<file path="config.mk">
export PLATFORM = sky130hd
export DESIGN_NAME = lbc_mul
export DESIGN_NICKNAME = d
export VERILOG_FILES = /design/src/hdl/lagrange_basis_coefficients_defines.svh /design/src/hdl/lbc_pkg.sv /design/src/hdl/lbc_mul.sv
export SDC_FILE = /design/constraint.sdc
export NUM_CORES = 2
export LEC_CHECK = 0
export BUFFER_PORTS_ARGS = -buffer_cell sky130_fd_sc_hd__buf_2
export CAP_MARGIN = 20
export CORE_MARGIN = 10
export CORE_UTILIZATION = 25
export CTS_CLUSTER_SIZE = 30
export DETAILED_ROUTE_END_ITERATION = 6
export GPL_TIMING_DRIVEN = 0
export PLACE_DENSITY = 0.45
export SLEW_MARGIN = 15
export SYNTH_ARGS = -nofsm -noshare
export SYNTH_HDL_FRONTEND = slang
export SYNTH_SLANG_ARGS = --single-unit
</file>
<file path="constraint.sdc">
create_clock -name clk -period 9.3 [get_ports clk]
set_clock_uncertainty 0.15 [all_clocks]
set_input_delay 0.93 -clock clk [delete_from_list [all_inputs] [get_ports clk]]
set_output_delay 0.93 -clock clk [all_outputs]
set_load 0.02 [all_outputs]
</file>
<file path="src/hdl/lagrange_basis_coefficients_defines.svh">
// assertion macros for the lagrange basis coefficient block
`ifndef LAGRANGE_BASIS_COEFFICIENTS_DEFINES_SVH
`define LAGRANGE_BASIS_COEFFICIENTS_DEFINES_SVH

// condition holds in the same cycle as the trigger
`define LBC_ASSERT_NOW(lbl, ante, cons, msg) \
	lbl: assert property (@(posedge clk) disable iff (!arst_n) (ante) |-> (cons)) \
		else $error(msg);

// condition holds in the cycle after the trigger
`define LBC_ASSERT_NEXT(lbl, ante, cons, msg) \
	lbl: assert property (@(posedge clk) disable iff (!arst_n) (ante) |=> (cons)) \
		else $error(msg);

`endif

</file>
<file path="src/hdl/lbc_pkg.sv">
// shared constants, types and helpers for the lagrange basis coefficient block
package lbc_pkg;

	localparam int MAX_POINTS = 8;
	localparam int COORD_W    = 32;
	localparam int COEF_W     = 48;
	localparam int FRAC_W     = 24;
	localparam int IDX_W      = 3;
	localparam int CNT_W      = $clog2(MAX_POINTS + 1);
	localparam int PROD_W     = COEF_W + 2;
	localparam int WIDE_W     = COEF_W + 3;
	localparam int MAG_W      = COEF_W + 1;

	localparam logic signed [COEF_W-1:0] ONE_Q24 = COEF_W'(64'sd1 <<< FRAC_W);
	localparam logic signed [COEF_W-1:0] SAT_MAX = {1'b0, {(COEF_W-1){1'b1}}};
	localparam logic signed [COEF_W-1:0] SAT_MIN = {1'b1, {(COEF_W-1){1'b0}}};
	localparam logic [MAG_W-1:0] MAG_CAP = {1'b1, {(MAG_W-1){1'b0}}};

	typedef enum logic [3:0] {
		ST_IDLE,
		ST_PT_START,
		ST_K_NEXT,
		ST_K_READ,
		ST_T_READ,
		ST_T_MUL,
		ST_T_WAIT,
		ST_D_MUL,
		ST_D_WAIT,
		ST_E_READ,
		ST_E_CALC,
		ST_E_WAIT,
		ST_E_PUT
	} lbc_state_t;

	function automatic logic signed [COEF_W-1:0] sat_coef(input logic signed [WIDE_W-1:0] v);
		logic signed [COEF_W-1:0] r;
		if (v > WIDE_W'(SAT_MAX))
			r = SAT_MAX;
		else if (v < WIDE_W'(SAT_MIN))
			r = SAT_MIN;
		else
			r = v[COEF_W-1:0];
		return r;
	endfunction

	function automatic logic [COEF_W-1:0] mag_coef(input logic signed [COEF_W-1:0] v);
		return v[COEF_W-1] ? COEF_W'(-v) : COEF_W'(v);
	endfunction

endpackage

</file>
<file path="src/hdl/lbc_mul.sv">
// shared rounding multiplier: magnitude 48 x 32 in two 16-bit halves, result q26.24
module lbc_mul import lbc_pkg::*; (
	input  logic                     clk,
	input  logic                     arst_n,
	input  logic                     start,
	input  logic [COEF_W-1:0]        a,
	input  logic [COORD_W-1:0]       b,
	input  logic                     neg,
	output logic                     done,
	output logic signed [PROD_W-1:0] product
);

	localparam int ACC_W = COEF_W + COORD_W;
	localparam int PP_W  = COEF_W + 16;

	logic [1:0]              ph_q;
	logic                    done_q;
	logic [COEF_W-1:0]       a_q;
	logic [COORD_W-1:0]      b_q;
	logic                    neg_q;
	logic [ACC_W-1:0]        acc_q;
	logic signed [PROD_W-1:0] product_q;

	logic [PP_W-1:0]  pp;
	logic [ACC_W-ACC_W+64:0] rq;
	logic [MAG_W-1:0] capped;

	always_comb begin
		pp = PP_W'(a_q) * PP_W'((ph_q == 2'd1) ? b_q[15:0] : b_q[31:16]);
		rq = {1'b0, acc_q[ACC_W-1:16]} + 65'(acc_q[15]);
		capped = (rq > 65'(MAG_CAP)) ? MAG_CAP : rq[MAG_W-1:0];
	end

	always_ff @(posedge clk or negedge arst_n) begin
		if (!arst_n) begin
			ph_q   <= 2'd0;
			done_q <= 1'b0;
		end else begin
			done_q <= 1'b0;
			case (ph_q)
				2'd0: if (start) ph_q <= 2'd1;
				2'd1: ph_q <= 2'd2;
				2'd2: ph_q <= 2'd3;
				default: begin
					ph_q   <= 2'd0;
					done_q <= 1'b1;
				end
			endcase
		end
	end

	always_ff @(posedge clk) begin
		case (ph_q)
			2'd0: if (start) begin
				a_q   <= a;
				b_q   <= b;
				neg_q <= neg;
			end
			2'd1: acc_q <= ACC_W'(pp);
			2'd2: acc_q <= acc_q + {pp, 16'b0};
			default: product_q <= neg_q ? -PROD_W'(capped) : PROD_W'(capped);
		endcase
	end

	assign done    = done_q;
	assign product = product_q;

endmodule

</file>
After elaboration in Yosys (flattened, before gate mapping)
Index checks and enable logic that the tools add are counted.
W data, S select, Z words.
{"block": "totals", "regBits": 214, "out_inout_bits": 51, "word_cells": 27}
{"block": "classes", "add_sub_neg": 3, "multipliers": 1, "magnitude_cmp": 1, "n_eq_ne": 3, "n_mux": 7, "n_reduce_logical": 4}
{"operator": "$pmux W80 S2", "count": 1}
{"operator": "$mux W49", "count": 2}
{"operator": "$add A80 B80 Y80", "count": 1}
{"operator": "$add A64 B1 Y65", "count": 1}
{"operator": "$gt A65 B49 Y1 const B", "count": 1}
{"operator": "$mul A48 B16 Y64", "count": 1}
{"operator": "$neg A49 Y50", "count": 1}
{"operator": "$mux W16", "count": 1}
{"operator": "$pmux W2 S3", "count": 1}
{"operator": "$reduce_or A3 Y1", "count": 1}
{"operator": "$eq A2 B1 Y1 const B", "count": 1}
{"operator": "$eq A2 B2 Y1 const B", "count": 1}
{"operator": "$logic_not A2 Y1", "count": 1}
{"operator": "$mux W2", "count": 1}
{"operator": "$ne A2 B2 Y1 const B", "count": 1}
{"operator": "$reduce_and A2 Y1", "count": 1}
{"operator": "$reduce_bool A2 Y1", "count": 1}
{"operator": "$mux W1", "count": 1}

Longest topological paths before layout
{"block": "depth", "ltp_word": 5, "ltp_mapped": 42, "ltp_nobuf": 38}

Worst setup path after synthesis
OpenSTA, ideal clock, no wires.
{"block": "synth_timing", "kind": "register to register", "start": "register ph_q[1]", "end": "register acc_q[78] (data pin)", "setup_time_ns": 0.195, "t_arrival_ns": 9.749, "setup_slack_ns": -0.794, "stages_incl_launch_ff": 38, "path_buffers": 4, "synth_period_minus_slack_ns": 10.094, "cell_sequence": "dfrtp_1 > inv_1 > ha_1 > clkbuf_1 > clkbuf_1 > mux2_2 > clkbuf_1 > and2_1 > fa_1 > inv_1 > fa_1 > fa_1 > inv_1 > fa_1 > fa_1 > inv_1 > fa_1 > inv_1 > [2 not listed] > a221oi_1 > o21a_1 > o211ai_1 > nor4_1 > or2_2 > xnor2_1 > ha_1 > clkbuf_1 > a21o_1 > a21o_1 > a211oi_1 > o21bai_1 > a21o_1 > a21o_1 > a221oi_1 > nor3_1 > or2_2 > o311ai_0"}
{"block": "synth_via", "elab_chain_len": 5}
{"item": "start: declaration", "line": "lbc_mul.sv:16", "rtl": "logic [1:0] ph_q;"}
{"item": "start signal: assignment", "line": "lbc_mul.sv:36", "rtl": "ph_q <= 2'd0;"}
{"item": "start signal: assignment", "line": "lbc_mul.sv:41", "rtl": "2'd0: if (start) ph_q <= 2'd1;"}
{"item": "start signal: assignment", "line": "lbc_mul.sv:42", "rtl": "2'd1: ph_q <= 2'd2;"}
{"item": "$eq A2 B1 Y1", "line": "lbc_mul.sv:29, lbc_mul.sv:53"}
{"item": "$mux W16", "line": "lbc_mul.sv:29", "rtl": "pp = PP_W'(a_q) * PP_W'((ph_q == 2'd1) ? b_q[15:0] : b_q[31:16]);"}
{"item": "$mul A48 B16 Y64", "line": "lbc_mul.sv:29"}
{"item": "$add A80 B80 Y80", "line": "lbc_mul.sv:60", "rtl": "2'd2: acc_q <= acc_q + {pp, 16'b0};"}
{"item": "$pmux W80 S2 (*)", "line": "lbc_mul.sv:53", "rtl": "case (ph_q)"}
{"item": "end signal: assignment", "line": "lbc_mul.sv:59", "rtl": "2'd1: acc_q <= ACC_W'(pp);"}
{"item": "end signal: assignment", "line": "lbc_mul.sv:60"}
{"item": "end: declaration", "line": "lbc_mul.sv:21", "rtl": "logic [ACC_W-1:0] acc_q;"}
Every way passes the cells marked *; elsewhere a longest branch is shown, timed or not.
A chain may end at the register's enable or synchronous reset.

Worst setup path in the final report
Same ends and word-level chain as after synthesis.

==> flow_summary.ini <==
[global_routing]
grtUsageTotal = 0.160
grt_pass1_wl_um = 207000
grt_pass1_vias = 32915
antenna_found_initial = 12
grt_overflow = 0
grt_max_degree = 53

[synth]
async_flop_share = 0.0151
synthTopCellsByArea = fa_1, edfxtp_1, inv_1
ys_ff_latch = 199
syn_nets = 5220
synth_area_um2 = 38300
yosysWarnings = 0
syn_inst = 4277
synth_top_area_cell = fa_1
syn_avg_cell_area_um2 = 8.96
yosysTopAreaCellShare = 0.336
synth_flop_cell = edfxtp_1
synth_edf_count = 196
yosysUniqueCellTypes = 85
yosysSeqAreaShare = 0.156

[timing]
setup_violations = 23
tightest_slew_ns = 1.20
rsz0062_at_grt = true
fin_ws_ns = -0.386
drv_slew = 0
hold_viol = 0
final.min_clock_period_ns = 9.69
fmax_mhz = 103
whs_ns = 0.375
finalCritPeriodShare = 1.04
maxSlewHeadroom = 0.201

[critical_path]
crit_path_top_delay_cell = fa_2
worst_setup_path_end_kind = flop
slowest_delay_ns = 0.60
arrival_ns = 9.84
crit_family = adder cells
critPathBufInv = 10
start_kind = flop
crit_fanout = 6
crit_top_cell = fa_1
worstPathRequired_ns = 9.45
reg2regPathDepth = 38
setup.worst_path.class = flop to flop
cp.depth = 38

[floorplanning]
die_area_um2 = 169000
die-width_um = 411
die_h_um = 411
io_pins = 135
start_util = 0.252
num_rows = 143
core_um2 = 152000

[flow_run]
drv_cap = 0

[route]
wl_um = 136000
num_vias = 31425
drt_iter0_markers = 1919
first_pass_iters = 5
drc = 0
wl_per_cell_um = 20.5
ant_nets = 0
viasPerCell = 4.73

[cts]
path_clk_slew_ns = 0.10
cts_sinks = 199
clockBufferDepth = 2
clock_insertion_delay_worst_skew_ns = 0.58
cts_root_buffer = clkbuf_16
cts_buffers = 17
cts_tree = done
h-tree-depth = 4

[layout]
fin_util = 0.308
n_fill_cell = 16111
final_layout_size_suffix_gt1_frac = 0.191
fin_nets = 5535
area_growth_pct = 22.4
fin_area_um2 = 46900

[placement]
placed_cell_area_um2 = 41800
hpwl_um = 111000
io_buffers = 134
pre_cts_slack_ns = -3.24
routabilityCongestion = 0.880

[status]
outcome = finished with violations
violations = setup timing

[hold_path]
hold_path_class = input port to flop
min_path_cells = 1
-- per-layer routing --
layer	global-route usage	routed length, um	share of wire	vias up
met5	0	13	0.000095	-
met4	0.0361	3120	0.023	2
li1	-	-	-	14332
met2	0.271	66300	0.49	706
met1	0.215	60800	0.45	16247
met3	0.0232	6190	0.045	138
-- path summary, 6_finish.rpt --
kind | endpoint | slack [ns] | start
worst max-delay path | acc_q[78] | -0.39 | ph_q[1]
worst max register to register | acc_q[78] | -0.39 | ph_q[1]
min in group asynchronous | done | 0.53 | arst_n
max in group asynchronous | ph_q[0] | 8.35 | arst_n
worst min register to register | acc_q[16] | 0.56 | acc_q[16]
worst min-delay path | a_q[47] | 0.38 | a[47]
-- what timing repair did --
action                                  in CTS  in global routing
hold endpoints to repair                     3                  0
cloned                                       2                  0
endpoints found under the setup margin      49                 41
pin swaps                                  171                142
setup buffers                              123                 57
hold buffers                                 1                  0
resized for setup                          469                219
-- registers in the layout, indices dropped and copies added (netlist names) --
name	count
a_q	48
acc_q	65
b_q	32
done	1
neg_q	1
ph_q	2
product	50
-- final cells by class --
cell class | instances | area, um^2 | share of cell area
Antenna cell | 6 | 15.0 | 0.000320
Sequential cell | 199 | 5960 | 0.127
Multi-Input combinational cell | 3133 | 31300 | 0.667
Clock inverter | 15 | 223 | 0.00475
Buffer | 185 | 1400 | 0.0298
Timing Repair Buffer | 318 | 2270 | 0.0484
Inverter | 738 | 2770 | 0.0591
Clock buffer | 17 | 425 | 0.00907
Tap cell | 2030 | 2540 | 0.0542
-- synthesized netlist by cell type, types with 74 or more instances --
master / n
nor2_1: 138
edfxtp_1: 196
a21oi_1: 139
o21ai_0: 103
and2_1: 285
clkbuf_1: 183
nand2_1: 659
xor2_1: 74
ha_1: 216
nand3_1: 80
inv_1: 738
xnor2_1: 116
a21o_1: 99
fa_1: 643
-- per-stage QoR --
stage	instances	setup TNS [ns]
floorplan	4277	0
global placement	6441	-113.83
detailed placement	6448	-99.77
CTS	6589	-6.30
global route	6637	-14.79
finish	6641	-5.80
-- placed cells by master, fill, tap and decap left out, types with 46 or more instances in the layout --
| cell type | netlist | final |
|---|---|---|
| nor2_1 | 138 | 125 |
| nand4_1 | 46 | 46 |
| a21o_1 | 99 | 97 |
| clkbuf_1 | 183 | 87 |
| nand2_1 | 659 | 657 |
| buf_4 | 3 | 159 |
| ha_4 | 0 | 52 |
| inv_1 | 738 | 702 |
| ha_1 | 216 | 145 |
| nand3_1 | 80 | 77 |
| buf_2 | 12 | 151 |
| and2_1 | 285 | 265 |
| o21ai_0 | 103 | 72 |
| xnor2_1 | 116 | 88 |
| a21oi_1 | 139 | 111 |
| fa_1 | 643 | 611 |
| xor2_1 | 74 | 60 |
| edfxtp_1 | 196 | 196 |
| nor3_1 | 63 | 53 |
-- cells by family (layout without fill, tap and decap cells) --
group / Yosys count / count (layout) / synth area share
simple gates: 1467 / 1467 / 0.188
buf+inv: 945 / 1273 / 0.0937
fa+ha+maj: 859 / 859 / 0.407
compound gates: 562 / 562 / 0.0967
flops: 199 / 199 / 0.156
xor+xnor: 190 / 190 / 0.0434
mux: 55 / 55 / 0.0158
other cells: 0 / 6 / 0
Power is left out: the tool's default activity adds up to more than one toggle a clock period on the data nets, which glitch-free logic cannot reach.
