### src/hdl/lagrange_basis_coefficients_defines.svh
// assertion macros for the lagrange basis coefficient block
`ifndef LAGRANGE_BASIS_COEFFICIENTS_DEFINES_SVH
`define LAGRANGE_BASIS_COEFFICIENTS_DEFINES_SVH

// condition holds in the same cycle as the trigger
`define LBC_ASSERT_NOW(lbl, ante, cons, msg) \
	lbl: assert property (@(posedge clk) disable iff (!arst_n) (ante) |-> (cons)) \
		else $error(msg);

// condition holds in the cycle after the trigger
`define LBC_ASSERT_NEXT(lbl, ante, cons, msg) \
	lbl: assert property (@(posedge clk) disable iff (!arst_n) (ante) |=> (cons)) \
		else $error(msg);

`endif

### src/hdl/lbc_pkg.sv
// shared constants, types and helpers for the lagrange basis coefficient block
package lbc_pkg;

	localparam int MAX_POINTS = 8;
	localparam int COORD_W    = 32;
	localparam int COEF_W     = 48;
	localparam int FRAC_W     = 24;
	localparam int IDX_W      = 3;
	localparam int CNT_W      = $clog2(MAX_POINTS + 1);
	localparam int PROD_W     = COEF_W + 2;
	localparam int WIDE_W     = COEF_W + 3;
	localparam int MAG_W      = COEF_W + 1;

	localparam logic signed [COEF_W-1:0] ONE_Q24 = COEF_W'(64'sd1 <<< FRAC_W);
	localparam logic signed [COEF_W-1:0] SAT_MAX = {1'b0, {(COEF_W-1){1'b1}}};
	localparam logic signed [COEF_W-1:0] SAT_MIN = {1'b1, {(COEF_W-1){1'b0}}};
	localparam logic [MAG_W-1:0] MAG_CAP = {1'b1, {(MAG_W-1){1'b0}}};

	typedef enum logic [3:0] {
		ST_IDLE,
		ST_PT_START,
		ST_K_NEXT,
		ST_K_READ,
		ST_T_READ,
		ST_T_MUL,
		ST_T_WAIT,
		ST_D_MUL,
		ST_D_WAIT,
		ST_E_READ,
		ST_E_CALC,
		ST_E_WAIT,
		ST_E_PUT
	} lbc_state_t;

	function automatic logic signed [COEF_W-1:0] sat_coef(input logic signed [WIDE_W-1:0] v);
		logic signed [COEF_W-1:0] r;
		if (v > WIDE_W'(SAT_MAX))
			r = SAT_MAX;
		else if (v < WIDE_W'(SAT_MIN))
			r = SAT_MIN;
		else
			r = v[COEF_W-1:0];
		return r;
	endfunction

	function automatic logic [COEF_W-1:0] mag_coef(input logic signed [COEF_W-1:0] v);
		return v[COEF_W-1] ? COEF_W'(-v) : COEF_W'(v);
	endfunction

endpackage

### src/hdl/lbc_div.sv
// restoring divider, one quotient bit per cycle: round(n * 2^24 / d), signed, saturated
module lbc_div import lbc_pkg::*; (
	input  logic                     clk,
	input  logic                     arst_n,
	input  logic                     start,
	input  logic [COEF_W-1:0]        n,
	input  logic [COEF_W-1:0]        d,
	input  logic                     neg,
	output logic                     done,
	output logic signed [COEF_W-1:0] quotient
);

	localparam int NUM_W = COEF_W + FRAC_W;
	localparam int CW    = $clog2(NUM_W + 1);

	logic                     run_q;
	logic                     fin_q;
	logic                     done_q;
	logic [CW-1:0]            cnt_q;
	logic [NUM_W-1:0]         num_q;
	logic [NUM_W-1:0]         q_q;
	logic [COEF_W-1:0]        r_q;
	logic [COEF_W-1:0]        d_q;
	logic                     neg_q;
	logic signed [COEF_W-1:0] quotient_q;

	logic [COEF_W:0]  r_sh;
	logic             fits;
	logic [COEF_W:0]  r_new;
	logic             round_up;
	logic [NUM_W:0]   qr;

	always_comb begin
		r_sh     = {r_q, num_q[NUM_W-1]};
		fits     = r_sh >= {1'b0, d_q};
		r_new    = r_sh - {1'b0, d_q};
		round_up = {r_q, 1'b0} >= {1'b0, d_q};
		qr       = {1'b0, q_q} + (NUM_W+1)'(round_up);
	end

	always_ff @(posedge clk or negedge arst_n) begin
		if (!arst_n) begin
			run_q  <= 1'b0;
			fin_q  <= 1'b0;
			done_q <= 1'b0;
			cnt_q  <= '0;
		end else begin
			done_q <= fin_q;
			fin_q  <= 1'b0;
			if (start && !run_q) begin
				run_q <= 1'b1;
				cnt_q <= CW'(NUM_W);
			end else if (run_q) begin
				cnt_q <= cnt_q - CW'(1);
				if (cnt_q == CW'(1)) begin
					run_q <= 1'b0;
					fin_q <= 1'b1;
				end
			end
		end
	end

	always_ff @(posedge clk) begin
		if (start && !run_q) begin
			num_q <= {n, {FRAC_W{1'b0}}};
			d_q   <= d;
			neg_q <= neg;
			r_q   <= '0;
			q_q   <= '0;
		end else if (run_q) begin
			num_q <= {num_q[NUM_W-2:0], 1'b0};
			r_q   <= fits ? r_new[COEF_W-1:0] : r_sh[COEF_W-1:0];
			q_q   <= {q_q[NUM_W-2:0], fits};
		end
		if (fin_q) begin
			if (neg_q)
				quotient_q <= (qr >= (NUM_W+1)'(MAG_CAP >> 1)) ? SAT_MIN : -qr[COEF_W-1:0];
			else
				quotient_q <= (qr > (NUM_W+1)'(SAT_MAX)) ? SAT_MAX : qr[COEF_W-1:0];
		end
	end

	assign done     = done_q;
	assign quotient = quotient_q;

endmodule

### config.mk
export PLATFORM = sky130hd
export DESIGN_NAME = lbc_div
export DESIGN_NICKNAME = d
export VERILOG_FILES = /design/src/hdl/lagrange_basis_coefficients_defines.svh /design/src/hdl/lbc_pkg.sv /design/src/hdl/lbc_div.sv
export SDC_FILE = /design/constraint.sdc
export NUM_CORES = 1
export LEC_CHECK = 0
export BUFFER_PORTS_ARGS = -buffer_cell sky130_fd_sc_hd__buf_2
export CAP_MARGIN = 25
export CELL_PAD_IN_SITES_DETAIL_PLACEMENT = 0
export CELL_PAD_IN_SITES_GLOBAL_PLACEMENT = 1
export CORE_MARGIN = 1.5
export CORE_UTILIZATION = 47
export CTS_CLUSTER_SIZE = 28
export DETAILED_ROUTE_END_ITERATION = 12
export HOLD_SLACK_MARGIN = 0.02
export MAX_ROUTING_LAYER = met4
export PLACE_DENSITY_LB_ADDON = 0.1
export RECOVER_POWER = 100
export SKIP_LAST_GASP = 1
export SYNTH_ARGS = -nofsm -noshare
export SYNTH_HDL_FRONTEND = slang
export SYNTH_SLANG_ARGS = --single-unit
### constraint.sdc
create_clock -name clk -period 5.8 [get_ports clk]
set_input_delay 0.87 -clock clk [delete_from_list [all_inputs] [get_ports clk]]
set_output_delay 0.87 -clock clk [all_outputs]
set_load 0.005 [all_outputs]
== Word level (Yosys, flattened, before mapping) ==
Index checks and enable logic that the tools add are counted.

* Register bits after elaboration: 275
* Input port bits: 100
* Output and inout port bits: 49
* Logic and storage cells: 36

* Add/sub/neg operators: 4
* Order comparisons: 4
* Eq/ne operators: 1
* Muxes and demuxes: 14
* Reductions and logical operators: 3

{| class="wikitable"
|+ Operator list
! operator !! number
|-
| 2-to-1 mux 48 bit || 4
|-
| 2-to-1 mux 72 bit || 2
|-
| >= comparator 49 x 48 -> 1 bit || 2
|-
| adder 72 x 1 -> 73 bit || 1
|-
| >= comparator 73 x 48 -> 1 bit, second input constant || 1
|-
| > comparator 73 x 47 -> 1 bit, second input constant || 1
|-
| negation 48 bit || 1
|-
| subtractor 48 bit || 1
|-
| 2-to-1 mux 7 bit || 2
|-
| equality test 7 x 1 -> 1 bit, second input constant || 1
|-
| subtractor 7 x 1 -> 7 bit, second input constant || 1
|-
| 2-to-1 mux 1 bit || 6
|-
| nonzero test 2 bit || 1
|-
| logical AND 1 bit || 1
|-
| logical NOT 1 bit || 1
|}

== Longest topological paths before layout ==
Gate-level depths: netlist of the first run.

* Word-level depth: 5
* Mapped depth: 24

== Worst setup path before layout of the first run ==
OpenSTA, ideal clock, no wires.

* Path kind: reg-to-reg
* From: register d_q[29]
* To: register quotient_q[41], in the netlist quotient[41] (data pin)
* Library setup time: 0.268 ns
* Arrival: 4.784 ns
* Data required time: 5.532 ns
* Path slack: 0.748 ns
* Stages on the path, launching flop included: 23
* Path buffers: 3
* Clock period less this slack: 5.052 ns
* Cell sequence: edfxtp_1 > inv_1 > ha_1 > clkbuf_1 > nand4_1 > or2_2 > nor4_1 > and2_1 > a21o_1 > ha_1 > ha_1 > nand2_1 > nor4_2 > buf_2 > o211ai_1 > a22oi_1 > and4_1 > or4b_1 > buf_2 > nor2_4 > nand4_1 > mux2_2 > o22ai_1

* Cells in the longest elaborated chain, start to end: 5

{| class="wikitable"
|+ Ends and longest elaborated chain
! what !! RTL line !! source
|-
| start, declared || lbc_div.sv:23 || <nowiki>logic [COEF_W-1:0] d_q;</nowiki>
|-
| start signal, assigned || lbc_div.sv:66 || <nowiki>d_q <= d;</nowiki>
|-
| >= comparator 49 x 48 -> 1 bit * || lbc_div.sv:37 || <nowiki>round_up = {r_q, 1'b0} >= {1'b0, d_q};</nowiki>
|-
| adder 72 x 1 -> 73 bit * || lbc_div.sv:38 || <nowiki>qr = {1'b0, q_q} + (NUM_W+1)'(round_up);</nowiki>
|-
| > comparator 73 x 47 -> 1 bit (tied with other cells) || lbc_div.sv:79 || <nowiki>quotient_q <= (qr > (NUM_W+1)'(SAT_MAX)) ? SAT_MAX : qr[COEF_W-1:0];</nowiki>
|-
| 2-to-1 mux 48 bit (on tied branches) || lbc_div.sv:79, lbc_div.sv:77 ||
|-
| 2-to-1 mux 48 bit * || lbc_div.sv:76 || <nowiki>if (neg_q)</nowiki>
|-
| end signal, assigned || lbc_div.sv:77 || <nowiki>quotient_q <= (qr >= (NUM_W+1)'(MAG_CAP >> 1)) ? SAT_MIN : -qr[COEF_W-1:0];</nowiki>
|-
| end signal, assigned || lbc_div.sv:79 ||
|-
| end, declared || lbc_div.sv:25 || <nowiki>logic signed [COEF_W-1:0] quotient_q;</nowiki>
|}

Every way passes the cells marked *; elsewhere a longest branch is shown, timed or not.
A chain may end at the register's enable or synchronous reset.

== Worst setup path after layout of the first run ==
* From: register d_q[27]
* To: register quotient_q[10], in the netlist quotient[10] (data pin)

Same word-level chain as after synthesis.

==> results of run 1 <==
power by group through the flow:
stage / sequential (W) / combinational (W) / clock [W]
CTS: 0.00348 / 0.00416 / 0.00209
global placement: 0.00350 / 0.00408 / 0
finish: 0.00349 / 0.00421 / 0.00204
global route: 0.00360 / 0.00472 / 0.00217
floorplan: 0.00310 / 0.00343 / 0
detailed placement: 0.00351 / 0.00413 / 0
synth_stat cells, types with 9 or more instances:
| library cell | instances |
|---|---|
| nand2_1 | 254 |
| edfxtp_1 | 145 |
| o21ai_0 | 139 |
| dfxtp_1 | 120 |
| inv_1 | 92 |
| clkbuf_1 | 90 |
| nor2_1 | 72 |
| xnor2_1 | 67 |
| a21oi_1 | 64 |
| nand3_1 | 64 |
| mux2_2 | 57 |
| ha_1 | 54 |
| nor3_1 | 44 |
| o22ai_1 | 42 |
| nand4_1 | 39 |
| nor4_1 | 39 |
| a21o_1 | 35 |
| xor2_1 | 31 |
| a22o_1 | 28 |
| and3_1 | 27 |
| o21a_1 | 26 |
| buf_2 | 25 |
| a31oi_1 | 22 |
| or3_1 | 21 |
| o31ai_1 | 19 |
| nor2b_1 | 18 |
| o211ai_1 | 17 |
| a211oi_1 | 15 |
| nand2b_1 | 15 |
| and2_1 | 14 |
| o31a_1 | 14 |
| a22oi_1 | 10 |
| dfrtp_1 | 10 |
| mux2i_1 | 10 |
| and4_1 | 9 |
worst min-delay path by stage:
stage                           to  cells past startpoint
final                     cnt_q[2]                      1
after global routing      cnt_q[1]                      1
after CTS                 cnt_q[4]                      1
after detailed placement    q_q[0]                      2
after global placement      q_q[0]                      2
after floorplan             q_q[0]                      2
worst reg2reg max path: cells and delay by family, from the launching register on:
kind            cells  cell delay [ns]
compound gates      2             0.26
xor+xnor            1             0.26
fa+ha+maj           3             0.81
buf+inv             3             0.48
flops               1             0.32
simple gates       13             3.20
per-stage QoR:
stage / hold WS [ns] / instance area [um2] / power (W) / setup TNS (ns)
floorplan: 0.440 / 16700 / 0.00653 / 0
global placement: 0.455 / 17900 / 0.00759 / 0
detailed placement: 0.461 / 17900 / 0.00764 / -0.0188
CTS: 0.119 / 19000 / 0.00973 / 0
global route: 0.274 / 19100 / 0.0105 / -0.116
finish: 0.233 / 19100 / 0.00975 / 0
placed cells by master (no fill, tap or decap), types with 14 or more instances in the layout:
cell type / synthesis / final
a21o_1: 35 / 35
ha_1: 54 / 53
buf_4: 3 / 43
o21a_1: 26 / 26
nor4_1: 39 / 37
o21ai_0: 139 / 139
a22o_1: 28 / 28
nand2b_1: 15 / 15
dfxtp_1: 120 / 120
clkbuf_16: 0 / 34
o31ai_1: 19 / 18
clkbuf_1: 90 / 39
o211ai_1: 17 / 17
a21oi_1: 64 / 64
xnor2_1: 67 / 67
inv_1: 92 / 93
o22ai_1: 42 / 42
nor3_1: 44 / 42
nand3_1: 64 / 64
edfxtp_1: 145 / 145
a211oi_1: 15 / 14
nand4_1: 39 / 39
mux2_2: 57 / 57
buf_2: 25 / 117
a31oi_1: 22 / 22
o31a_1: 14 / 14
or3_1: 21 / 21
xor2_1: 31 / 31
and3_1: 27 / 27
nand2_1: 254 / 253
nor2_1: 72 / 70
nor2b_1: 18 / 18
metal layers:
metal  global-route usage  routed length, um  vias to the layer above
met3               0.0338               2600                       41
met5                    -                  0                        -
met4               0.0538                597                        0
met1                0.349              21700                     6656
li1                     -                  -                     7104
met2                0.331              17900                      399
repair_timing:
item                                    in CTS  in global routing
endpoints found under the setup margin       1                 47
resized for setup                            1                 15
hold buffers                                 0                  0
pin swaps                                    0                  6
cloned                                       0                  4
setup buffers                                0                  4
area by class of cell:
class | count | area, um2
multi-input cells | 1374 | 8980
diodes | 2 | 5.00
well taps | 455 | 569
clock buffers | 42 | 910
clock inverters | 16 | 164
fillers | 3290 | 15700
flip-flops and latches | 275 | 7010
inverters | 94 | 353
repair buffers | 203 | 1120
registers in the layout, indices dropped and copies added, names as in the netlist:
register and count:
d_q 48, q_q 72, neg_q 1, fin_q 1, run_q 1, quotient 48
cnt_q 7, done 1, num_q 48, r_q 48
cells by family (layout without fill, tap and decap cells):
group / count (synthesis) / after routing / synth area share
other cells: 0 / 2 / 0
xor+xnor: 98 / 98 / 0.0513
fa+ha+maj: 55 / 55 / 0.0415
flops: 275 / 275 / 0.418
buf+inv: 222 / 355 / 0.0529
simple gates: 663 / 666 / 0.201
mux: 67 / 67 / 0.0443
compound gates: 488 / 488 / 0.190
==> flow_metrics.py, run 1 <==
metrics = {
    "outcome": {
        "outcome": "complete, but fails checks",
        "violations": "max-capacitance violations, max-slew violations",
    },
    "sta": {
        "fmax_ghz": 0.183,
        "finalCritPeriodShare": 0.944,
        "relSlewSlack": -1.02,
        "hold_violations": 0,
        "skew_ns": 0.0135,
        "slew_violations": 374,
        "final-setup-viol-count": 0,
        "fin_ws_ns": 0.324,
        "rsz0062_at_grt": "yes",
        "min_period_ns": 5.48,
        "tightest_slew_ns": 3.04,
    },
    "clock_network": {
        "clk_path_buf_depth": 3,
        "h-tree-depth": 1,
        "clk_latency_ns": 0.58,
        "root_buffer": "clkbuf_16",
        "clock-sinks": 275,
        "numCtsBuffers": 31,
        "cts_tree": "built",
        "cts.reportedPaths.clkPinSlew_ns": 0.06,
    },
    "setup_path": {
        "worst-path-buf-inv": 3,
        "crit_start": "d_q[27]",
        "r2r-end": "quotient[10]",
        "cp.required_ns": 6.21,
        "crit_chain": "inv_1 -> ha_1 -> and3_1 -> nand2_1 -> or2_2 -> nor4_1 -> and2_4 -> a21o_1 -> ha_1 -> ha_2 -> and2_2 -> nand4_1 -> buf_6 -> nor4_1 -> xnor2_1 -> or4_1 -> nor4_1 -> nand4_1 -> buf_4 -> nand3_2 -> nor2b_1 -> o22ai_1",
        "crit_top_cell": "nor4_1",
        "cp_top_family": "simple AND/OR/NAND/NOR gates",
        "critPathCapture": "quotient[10]",
        "cp-start-kind": "register",
        "endpoint_kind": "register",
        "worstPathArrival_ns": 5.89,
        "slowest_stage": "or4_1",
        "worstPathMaxFanout": 9,
        "r2r-start": "d_q[27]",
        "path_class": "register to register",
        "cp_num_cells": 22,
        "ff2ff_path_depth": 22,
        "r2r_setup_slack_ns": 0.32,
        "slowest_delay_ns": 0.56,
    },
    "detailed_routing": {
        "first_pass_iters": 5,
        "drc_errors": 0,
        "avgRoutedWirePerCell_um": 17.4,
        "drt-total-wl_um": 42800,
        "antenna_left": 0,
        "drt_iter0_markers": 1026,
        "viasPerCell": 5.77,
        "via_count": 14200,
    },
    "power_and_ir_drop": {
        "switching_share": 0.405,
        "power_frac_comb": 0.432,
        "p_int_w": 0.00580,
        "p_sw_w": 0.00395,
        "cellLeakagePower_nw": 7.58,
        "ir_drop_mv": 0.291,
        "seqPwrFrac": 0.358,
        "clkPwrFrac": 0.209,
        "p_per_area_mw_per_mm2": 510,
    },
    "synth": {
        "async_flop_share": 0.0364,
        "synth.area.top_cells": "edfxtp_1, dfxtp_1, nand2_1",
        "mappedNetlistArea_mm2": 0.0167,
        "synth.largest_area_cell": "edfxtp_1",
        "yosys_most_used_dff": "edfxtp_1",
        "synth_seq_area_share": 0.418,
        "synth_nets": 2023,
        "synth_top_area_frac": 0.260,
        "yosys_warnings": 0,
        "syn_inst": 1868,
        "synth_edf_count": 145,
        "avgSynthCellArea_um2": 8.96,
        "synth.ff_latch_count": 275,
        "yosysUniqueCellTypes": 81,
    },
    "job": {
        "cap_violations": 7,
    },
    "placed_design": {
        "portBuffers": 148,
        "hpwl_um": 29800,
        "gp_congestion": 0.897,
        "place_ws_ns": -0.0188,
        "place_inst": 2392,
    },
    "die": {
        "die_y_um": 192,
        "die_w_um": 192,
        "rows": 68,
        "start_util": 0.481,
        "io_pins": 149,
        "die_area_mm2": 0.0368,
        "coreArea_mm2": 0.0348,
    },
    "min_path": {
        "min_path_type": "input port to async pin",
    },
    "global_route": {
        "globalRouteOverflowTotal": 0,
        "gr-usage-all-layers": 0.234,
        "grt_max_degree": 82,
        "grt_pass1_vias": 13196,
        "grt_pass1_wl_um": 68400,
        "grt_antenna_before_repair": 1,
    },
    "cells_and_area": {
        "finalNetCount": 2134,
        "final_core_util": 0.549,
        "drive_above_1_share": 0.157,
        "syn_to_final_growth_pct": 14.1,
        "fin_cells": 2461,
    },
}
No activity file was read; power rests on OpenSTA's default activity.
==> run 2, diff against run 1 <==
ABC_AREA = 1   (was default)
CAP_MARGIN = default   (was 25)
CORE_UTILIZATION = 44   (was 47)
==> flow_metrics.py, run 2 <==
metrics = {
    "synth": {
        "synth_xor_area_frac": 0.0306,
        "mappedNetlistArea_mm2": 0.0180,
        "synth_mux_area_frac": 0.000557,
        "synthAdderAreaFrac": 0.0387,
        "synth.most_common_cell": "nand2_1",
        "synth.ff_latch_count": 275,
        "synth_edf_count": 145,
        "synth.largest_area_cell": "edfxtp_1",
        "avgSynthCellArea_um2": 6.92,
        "synth.area.top_cells": "edfxtp_1, nand2_1, dfxtp_1",
        "yosys_warnings": 0,
        "synth_top_family_by_area": "simple AND/OR/NAND/NOR gates",
        "synth_seq_area_share": 0.390,
        "yosysUniqueCellTypes": 48,
        "yosys_most_used_dff": "edfxtp_1",
        "synth_compound_area_frac": 0.113,
        "synth_top_area_frac": 0.242,
        "yosys.area_share.simple": 0.349,
        "synth_nets": 2751,
        "async_flop_share": 0.0364,
        "syn_inst": 2596,
        "yosys-top-cells-count": "nand2_1, nor2_1, inv_1",
    },
    "sta": {
        "fmax_ghz": 0.188,
        "final-setup-viol-count": 0,
        "slew_violations": 286,
        "tightest_slew_ns": 3.04,
        "relSlewSlack": -1.03,
        "min_period_ns": 5.31,
        "hold_violations": 0,
        "setup_tns_ns": 0,
        "skew_ns": 0.0126,
        "rsz0062_at_grt": "no",
        "finalCritPeriodShare": 0.915,
    },
    "die": {
        "io_pins": 149,
        "die_w_um": 205,
        "die_y_um": 205,
        "start_util": 0.449,
        "coreArea_mm2": 0.0400,
        "die_area_mm2": 0.0421,
        "rows": 73,
    },
    "setup_path": {
        "slowest_delay_ns": 0.39,
        "endpoint_kind": "register",
        "r2r_setup_slack_ns": 0.49,
        "ff2ff_path_depth": 27,
        "crit_top_cell": "nand2_1",
        "path_class": "register to register",
        "cp-start-kind": "register",
        "r2r-end": "quotient[6]",
        "slowest_stage": "nor2_1",
        "cp.required_ns": 6.15,
        "r2r-start": "d_q[23]",
        "worstPathArrival_ns": 5.66,
        "worstPathMaxFanout": 16,
    },
    "clock_network": {
        "cts_resized": 0,
        "cts_tree": "built",
        "cts.reportedPaths.clkPinSlew_ns": 0.06,
        "numCtsBuffers": 31,
        "cts_hold_buf": 0,
        "clk_latency_ns": 0.60,
        "clk_path_buf_depth": 3,
        "post_cts_buffers": 0,
        "root_buffer": "clkbuf_16",
        "h-tree-depth": 1,
        "clock-sinks": 275,
    },
    "power_and_ir_drop": {
        "p_sw_w": 0.00498,
        "ir_drop_mv": 0.341,
        "p_per_area_mw_per_mm2": 528,
        "clkPwrFrac": 0.189,
        "total_power_w": 0.0107,
        "cellLeakagePower_nw": 9.03,
        "switching_share": 0.467,
        "p_int_w": 0.00569,
        "seqPwrFrac": 0.316,
        "power_frac_comb": 0.495,
    },
    "global_route": {
        "grt_pass1_wl_um": 89900,
        "gr-usage-all-layers": 0.282,
        "grt_pass1_vias": 16198,
        "globalRouteOverflowTotal": 0,
        "grt_max_degree": 82,
        "grt_antenna_before_repair": 2,
    },
    "cells_and_area": {
        "syn_to_final_growth_pct": 12.4,
        "largest_reg_flops": 72,
        "finalNetCount": 2883,
        "final_common_cell": "nand2_1",
        "fin_area_mm2": 0.0202,
        "top_register": "q_q",
        "mostFrequentLayoutCells": "nand2_1, nor2_1, inv_1",
        "drive_above_1_share": 0.0868,
    },
    "detailed_routing": {
        "drc_errors": 0,
        "drt-total-wl_um": 57700,
        "avgRoutedWirePerCell_um": 17.6,
        "first_pass_iters": 5,
        "via_count": 17456,
        "antenna_left": 0,
        "viasPerCell": 5.32,
        "drt_iter0_markers": 1521,
    },
    "placed_design": {
        "portBuffers": 148,
        "place_area_mm2": 0.0192,
        "hpwl_um": 45300,
        "gp_congestion": 1.01,
    },
    "min_path": {
        "min_path_type": "input port to async pin",
    },
    "outcome": {
        "outcome": "complete, but fails checks",
        "violations": "max-capacitance violations, max-slew violations",
    },
    "job": {
        "cap_violations": 5,
    },
}
## run 2: changes by cell type in the layout (fill, tap and decap cells not counted), sizes merged, moves of 24 or more
cell / delta
and3: -27
a22o: -28
nor3: -24
o22ai: +31
a21oi: +29
nand2: +632
nand3: +90
nor2: +270
xnor2: -48
a21o: -28
inv: +211
nor4: -39
buf: -50
mux2: -57
## run 2: cell type report
class / instances / area [um2]
repair buffers: 158 / 746
clock buffers: 42 / 921
multi-input cells: 1955 / 9570
well taps: 525 / 657
inverters: 307 / 1160
diodes: 2 / 5.00
flip-flops and latches: 275 / 7010
clock inverters: 16 / 136
fillers: 4177 / 19800
## run 2: logic make-up after synthesis
family,count (synthesis)
AOI/OAI and AO/OA,358
xor gates and xnor gates,62
adders and majority gates,55
and+or+nand+nor,1479
buffers and inverters,366
muxes,1
DFF,275
## run 2: metrics by stage
step            util  setup WS, ns  hold slack, ns  std cells
2_1_floorplan      -          1.96           0.446       2596
3_3_place_gp   0.480         0.624           0.457       3220
3_5_place_dp   0.480         0.516           0.459       3220
4_1_cts        0.507         0.486           0.101       3278
5_1_grt        0.505        0.0461           0.256       3280
6_report       0.505         0.493           0.217       3280
## run 2: power by group through the flow
stage / registers (W) / logic, W / clock network (W)
floorplan: 0.00321 / 0.00388 / 0
global placement: 0.00338 / 0.00517 / 0
detailed placement: 0.00338 / 0.00518 / 0
CTS: 0.00336 / 0.00521 / 0.00206
global route: 0.00346 / 0.00595 / 0.00213
finish: 0.00337 / 0.00528 / 0.00202
## run 2: worst max-delay path by stage
stage / from / endpoint / slack, ns / cells past startpoint
after floorplan: d_q[24] / quotient[17] / 1.96 / 28
after global placement: d_q[23] / quotient[11] / 0.62 / 27
after detailed placement: d_q[23] / quotient[16] / 0.52 / 25
after CTS: d_q[23] / quotient[16] / 0.49 / 25
after global routing: d_q[24] / quotient[21] / 0.05 / 27
final: d_q[23] / quotient[6] / 0.49 / 27
## run 2: per-layer routing
| metal | share of wire | global-route usage | vias to the layer above |
|---|---|---|---|
| li1 | - | - | 8763 |
| met1 | 0.52 | 0.425 | 8068 |
| met2 | 0.39 | 0.381 | 548 |
| met3 | 0.074 | 0.0590 | 77 |
| met4 | 0.022 | 0.0628 | 0 |
| met5 | 0 | - | - |
## run 2: worst max-delay path: cells and delay by family (launching register included)
family	cells	cell delay (ns)
DFF	1	0.32
and+or+nand+nor	20	3.37
AOI/OAI and AO/OA	1	0.22
adders and majority gates	3	0.82
buffers and inverters	3	0.25
==> run 3, diff against run 2 <==
BUFFER_PORTS_ARGS = default   (was -buffer_cell sky130_fd_sc_hd__buf_2)
CORE_UTILIZATION = 47   (was 44)
DONT_BUFFER_PORTS = 1   (was default)
==> flow_metrics.py, run 3 (synthesized netlist as in run 2, its figures left out) <==
metrics = {
    "die": {
        "die_y_um": 199,
        "die_w_um": 199,
        "die_area_mm2": 0.0394,
        "start_util": 0.477,
        "coreArea_mm2": 0.0377,
        "io_pins": 149,
        "rows": 71,
    },
    "setup_path": {
        "cp-start-kind": "register",
        "cp.required_ns": 6.27,
        "crit_top_cell": "nand2_1",
        "endpoint_kind": "register",
        "cp_top_family": "simple AND/OR/NAND/NOR gates",
        "path_class": "register to register",
        "slowest_delay_ns": 0.37,
        "worstPathMaxFanout": 18,
        "slowest_stage": "nor3_1",
        "worst-path-buf-inv": 5,
        "worstPathArrival_ns": 5.83,
    },
    "detailed_routing": {
        "via_count": 16954,
        "viasPerCell": 5.43,
        "drt_iter0_markers": 1386,
        "drt-total-wl_um": 55900,
        "drc_errors": 0,
        "first_pass_iters": 6,
        "avgRoutedWirePerCell_um": 17.9,
        "antenna_left": 0,
    },
    "cells_and_area": {
        "top_register": "q_q",
        "seqCellArea_mm2": 0.00701,
        "drive_above_1_share": 0.0491,
        "mostFrequentLayoutCells": "nand2_1, nor2_1, inv_1",
        "multi_input_area_mm2": 0.00957,
        "largest_reg_flops": 72,
        "syn_to_final_growth_pct": 8.46,
        "finalNetCount": 2737,
        "final_common_cell": "nand2_1",
        "num-fill-cells": 3898,
    },
    "clock_network": {
        "cts_tree": "built",
        "numCtsBuffers": 31,
        "cts_resized": 0,
        "post_cts_buffers": 0,
        "clock-sinks": 275,
        "clk_latency_ns": 0.60,
        "clk_path_buf_depth": 3,
        "root_buffer": "clkbuf_16",
        "cts.reportedPaths.clkPinSlew_ns": 0.07,
        "h-tree-depth": 1,
    },
    "sta": {
        "rsz0062_at_grt": "no",
        "min_period_ns": 5.36,
        "fmax_ghz": 0.186,
        "finalCritPeriodShare": 0.925,
        "skew_ns": 0.0104,
        "slew_violations": 331,
        "hold_violations": 0,
        "tightest_slew_ns": 4.68,
        "setup_tns_ns": 0,
        "final-setup-viol-count": 0,
        "relSlewSlack": -2.12,
    },
    "power_and_ir_drop": {
        "seqPwrFrac": 0.318,
        "p_per_area_mw_per_mm2": 544,
        "clkPwrFrac": 0.189,
        "p_sw_w": 0.00492,
        "p_int_w": 0.00568,
        "cellLeakagePower_nw": 8.54,
        "ir_drop_mv": 0.321,
        "power_frac_comb": 0.492,
        "switching_share": 0.464,
        "total_power_w": 0.0106,
    },
    "global_route": {
        "globalRouteOverflowTotal": 0,
        "gr-usage-all-layers": 0.293,
        "grt_antenna_before_repair": 3,
        "grt_pass1_wl_um": 87300,
        "grt_max_degree": 99,
        "grt_pass1_vias": 15744,
    },
    "placed_design": {
        "gp_congestion": 0.979,
        "hpwl_um": 44000,
        "portBuffers": 0,
    },
    "min_path": {
        "min_path_type": "input port to register",
    },
    "outcome": {
        "violations": "max-capacitance violations, max-slew violations",
        "outcome": "complete, but fails checks",
    },
    "job": {
        "cap_violations": 5,
    },
}
-- run 3: layout make-up --
class | count | area share
diodes | 3 | 0.000385
clock buffers | 41 | 0.0438
clock inverters | 17 | 0.00963
inverters | 307 | 0.0592
multi-input cells | 1955 | 0.491
flip-flops and latches | 275 | 0.359
well taps | 511 | 0.0328
repair buffers | 12 | 0.00392
-- run 3: worst paths after layout --
| path | slack (ns) | cells past startpoint | to | startpoint |
|---|---|---|---|---|
| max in group asynchronous | 4.81 | 1 | cnt_q[2] | arst_n |
| max reg2reg | 0.44 | 29 | quotient[30] | d_q[20] |
| max | 0.44 | 29 | quotient[30] | d_q[20] |
| min reg2reg | 0.47 | 2 | r_q[6] | r_q[6] |
| min | 0.36 | 0 | d_q[0] | d[0] |
| min in group asynchronous | 0.66 | 1 | cnt_q[4] | arst_n |
-- run 3: worst reg2reg max path, delay by kind of cell (launching register included) --
family / cells / cell delay (ns)
simple gates: 21 / 3.38
fa+ha+maj: 3 / 0.79
buf+inv: 5 / 0.74
flops: 1 / 0.33
-- run 3: power groups by stage --
stage / sequential [W] / clock, W / combinational, W
floorplan: 0.00321 / 0 / 0.00388
global placement: 0.00338 / 0 / 0.00509
detailed placement: 0.00338 / 0 / 0.00512
CTS: 0.00335 / 0.00205 / 0.00515
global route: 0.00346 / 0.00211 / 0.00592
finish: 0.00337 / 0.00200 / 0.00522
-- run 3: per-stage QoR --
step	setup slack [ns]	instances	area, um2	hold WS, ns	util
final	0.436	3121	19500	0.361	0.518
after CTS	0.620	3118	19500	0.331	0.518
after global routing	0.0373	3121	19500	0.339	0.518
after global placement	0.664	3059	18500	0.457	0.490
after detailed placement	0.652	3059	18500	0.461	0.490
after floorplan	1.96	2596	18000	0.446	-
-- run 3: repair_timing --
action                     in CTS  in global routing
hold buffers                    1                  0
setup endpoints to repair       0                  0
hold endpoints to repair       10                  0
-- run 3: layer usage --
metal	up-vias	GRT usage	share of wire
met5	-	-	0
met2	605	0.399	0.39
li1	8465	-	-
met4	0	0.0550	0.018
met3	58	0.0571	0.081
met1	7826	0.446	0.51
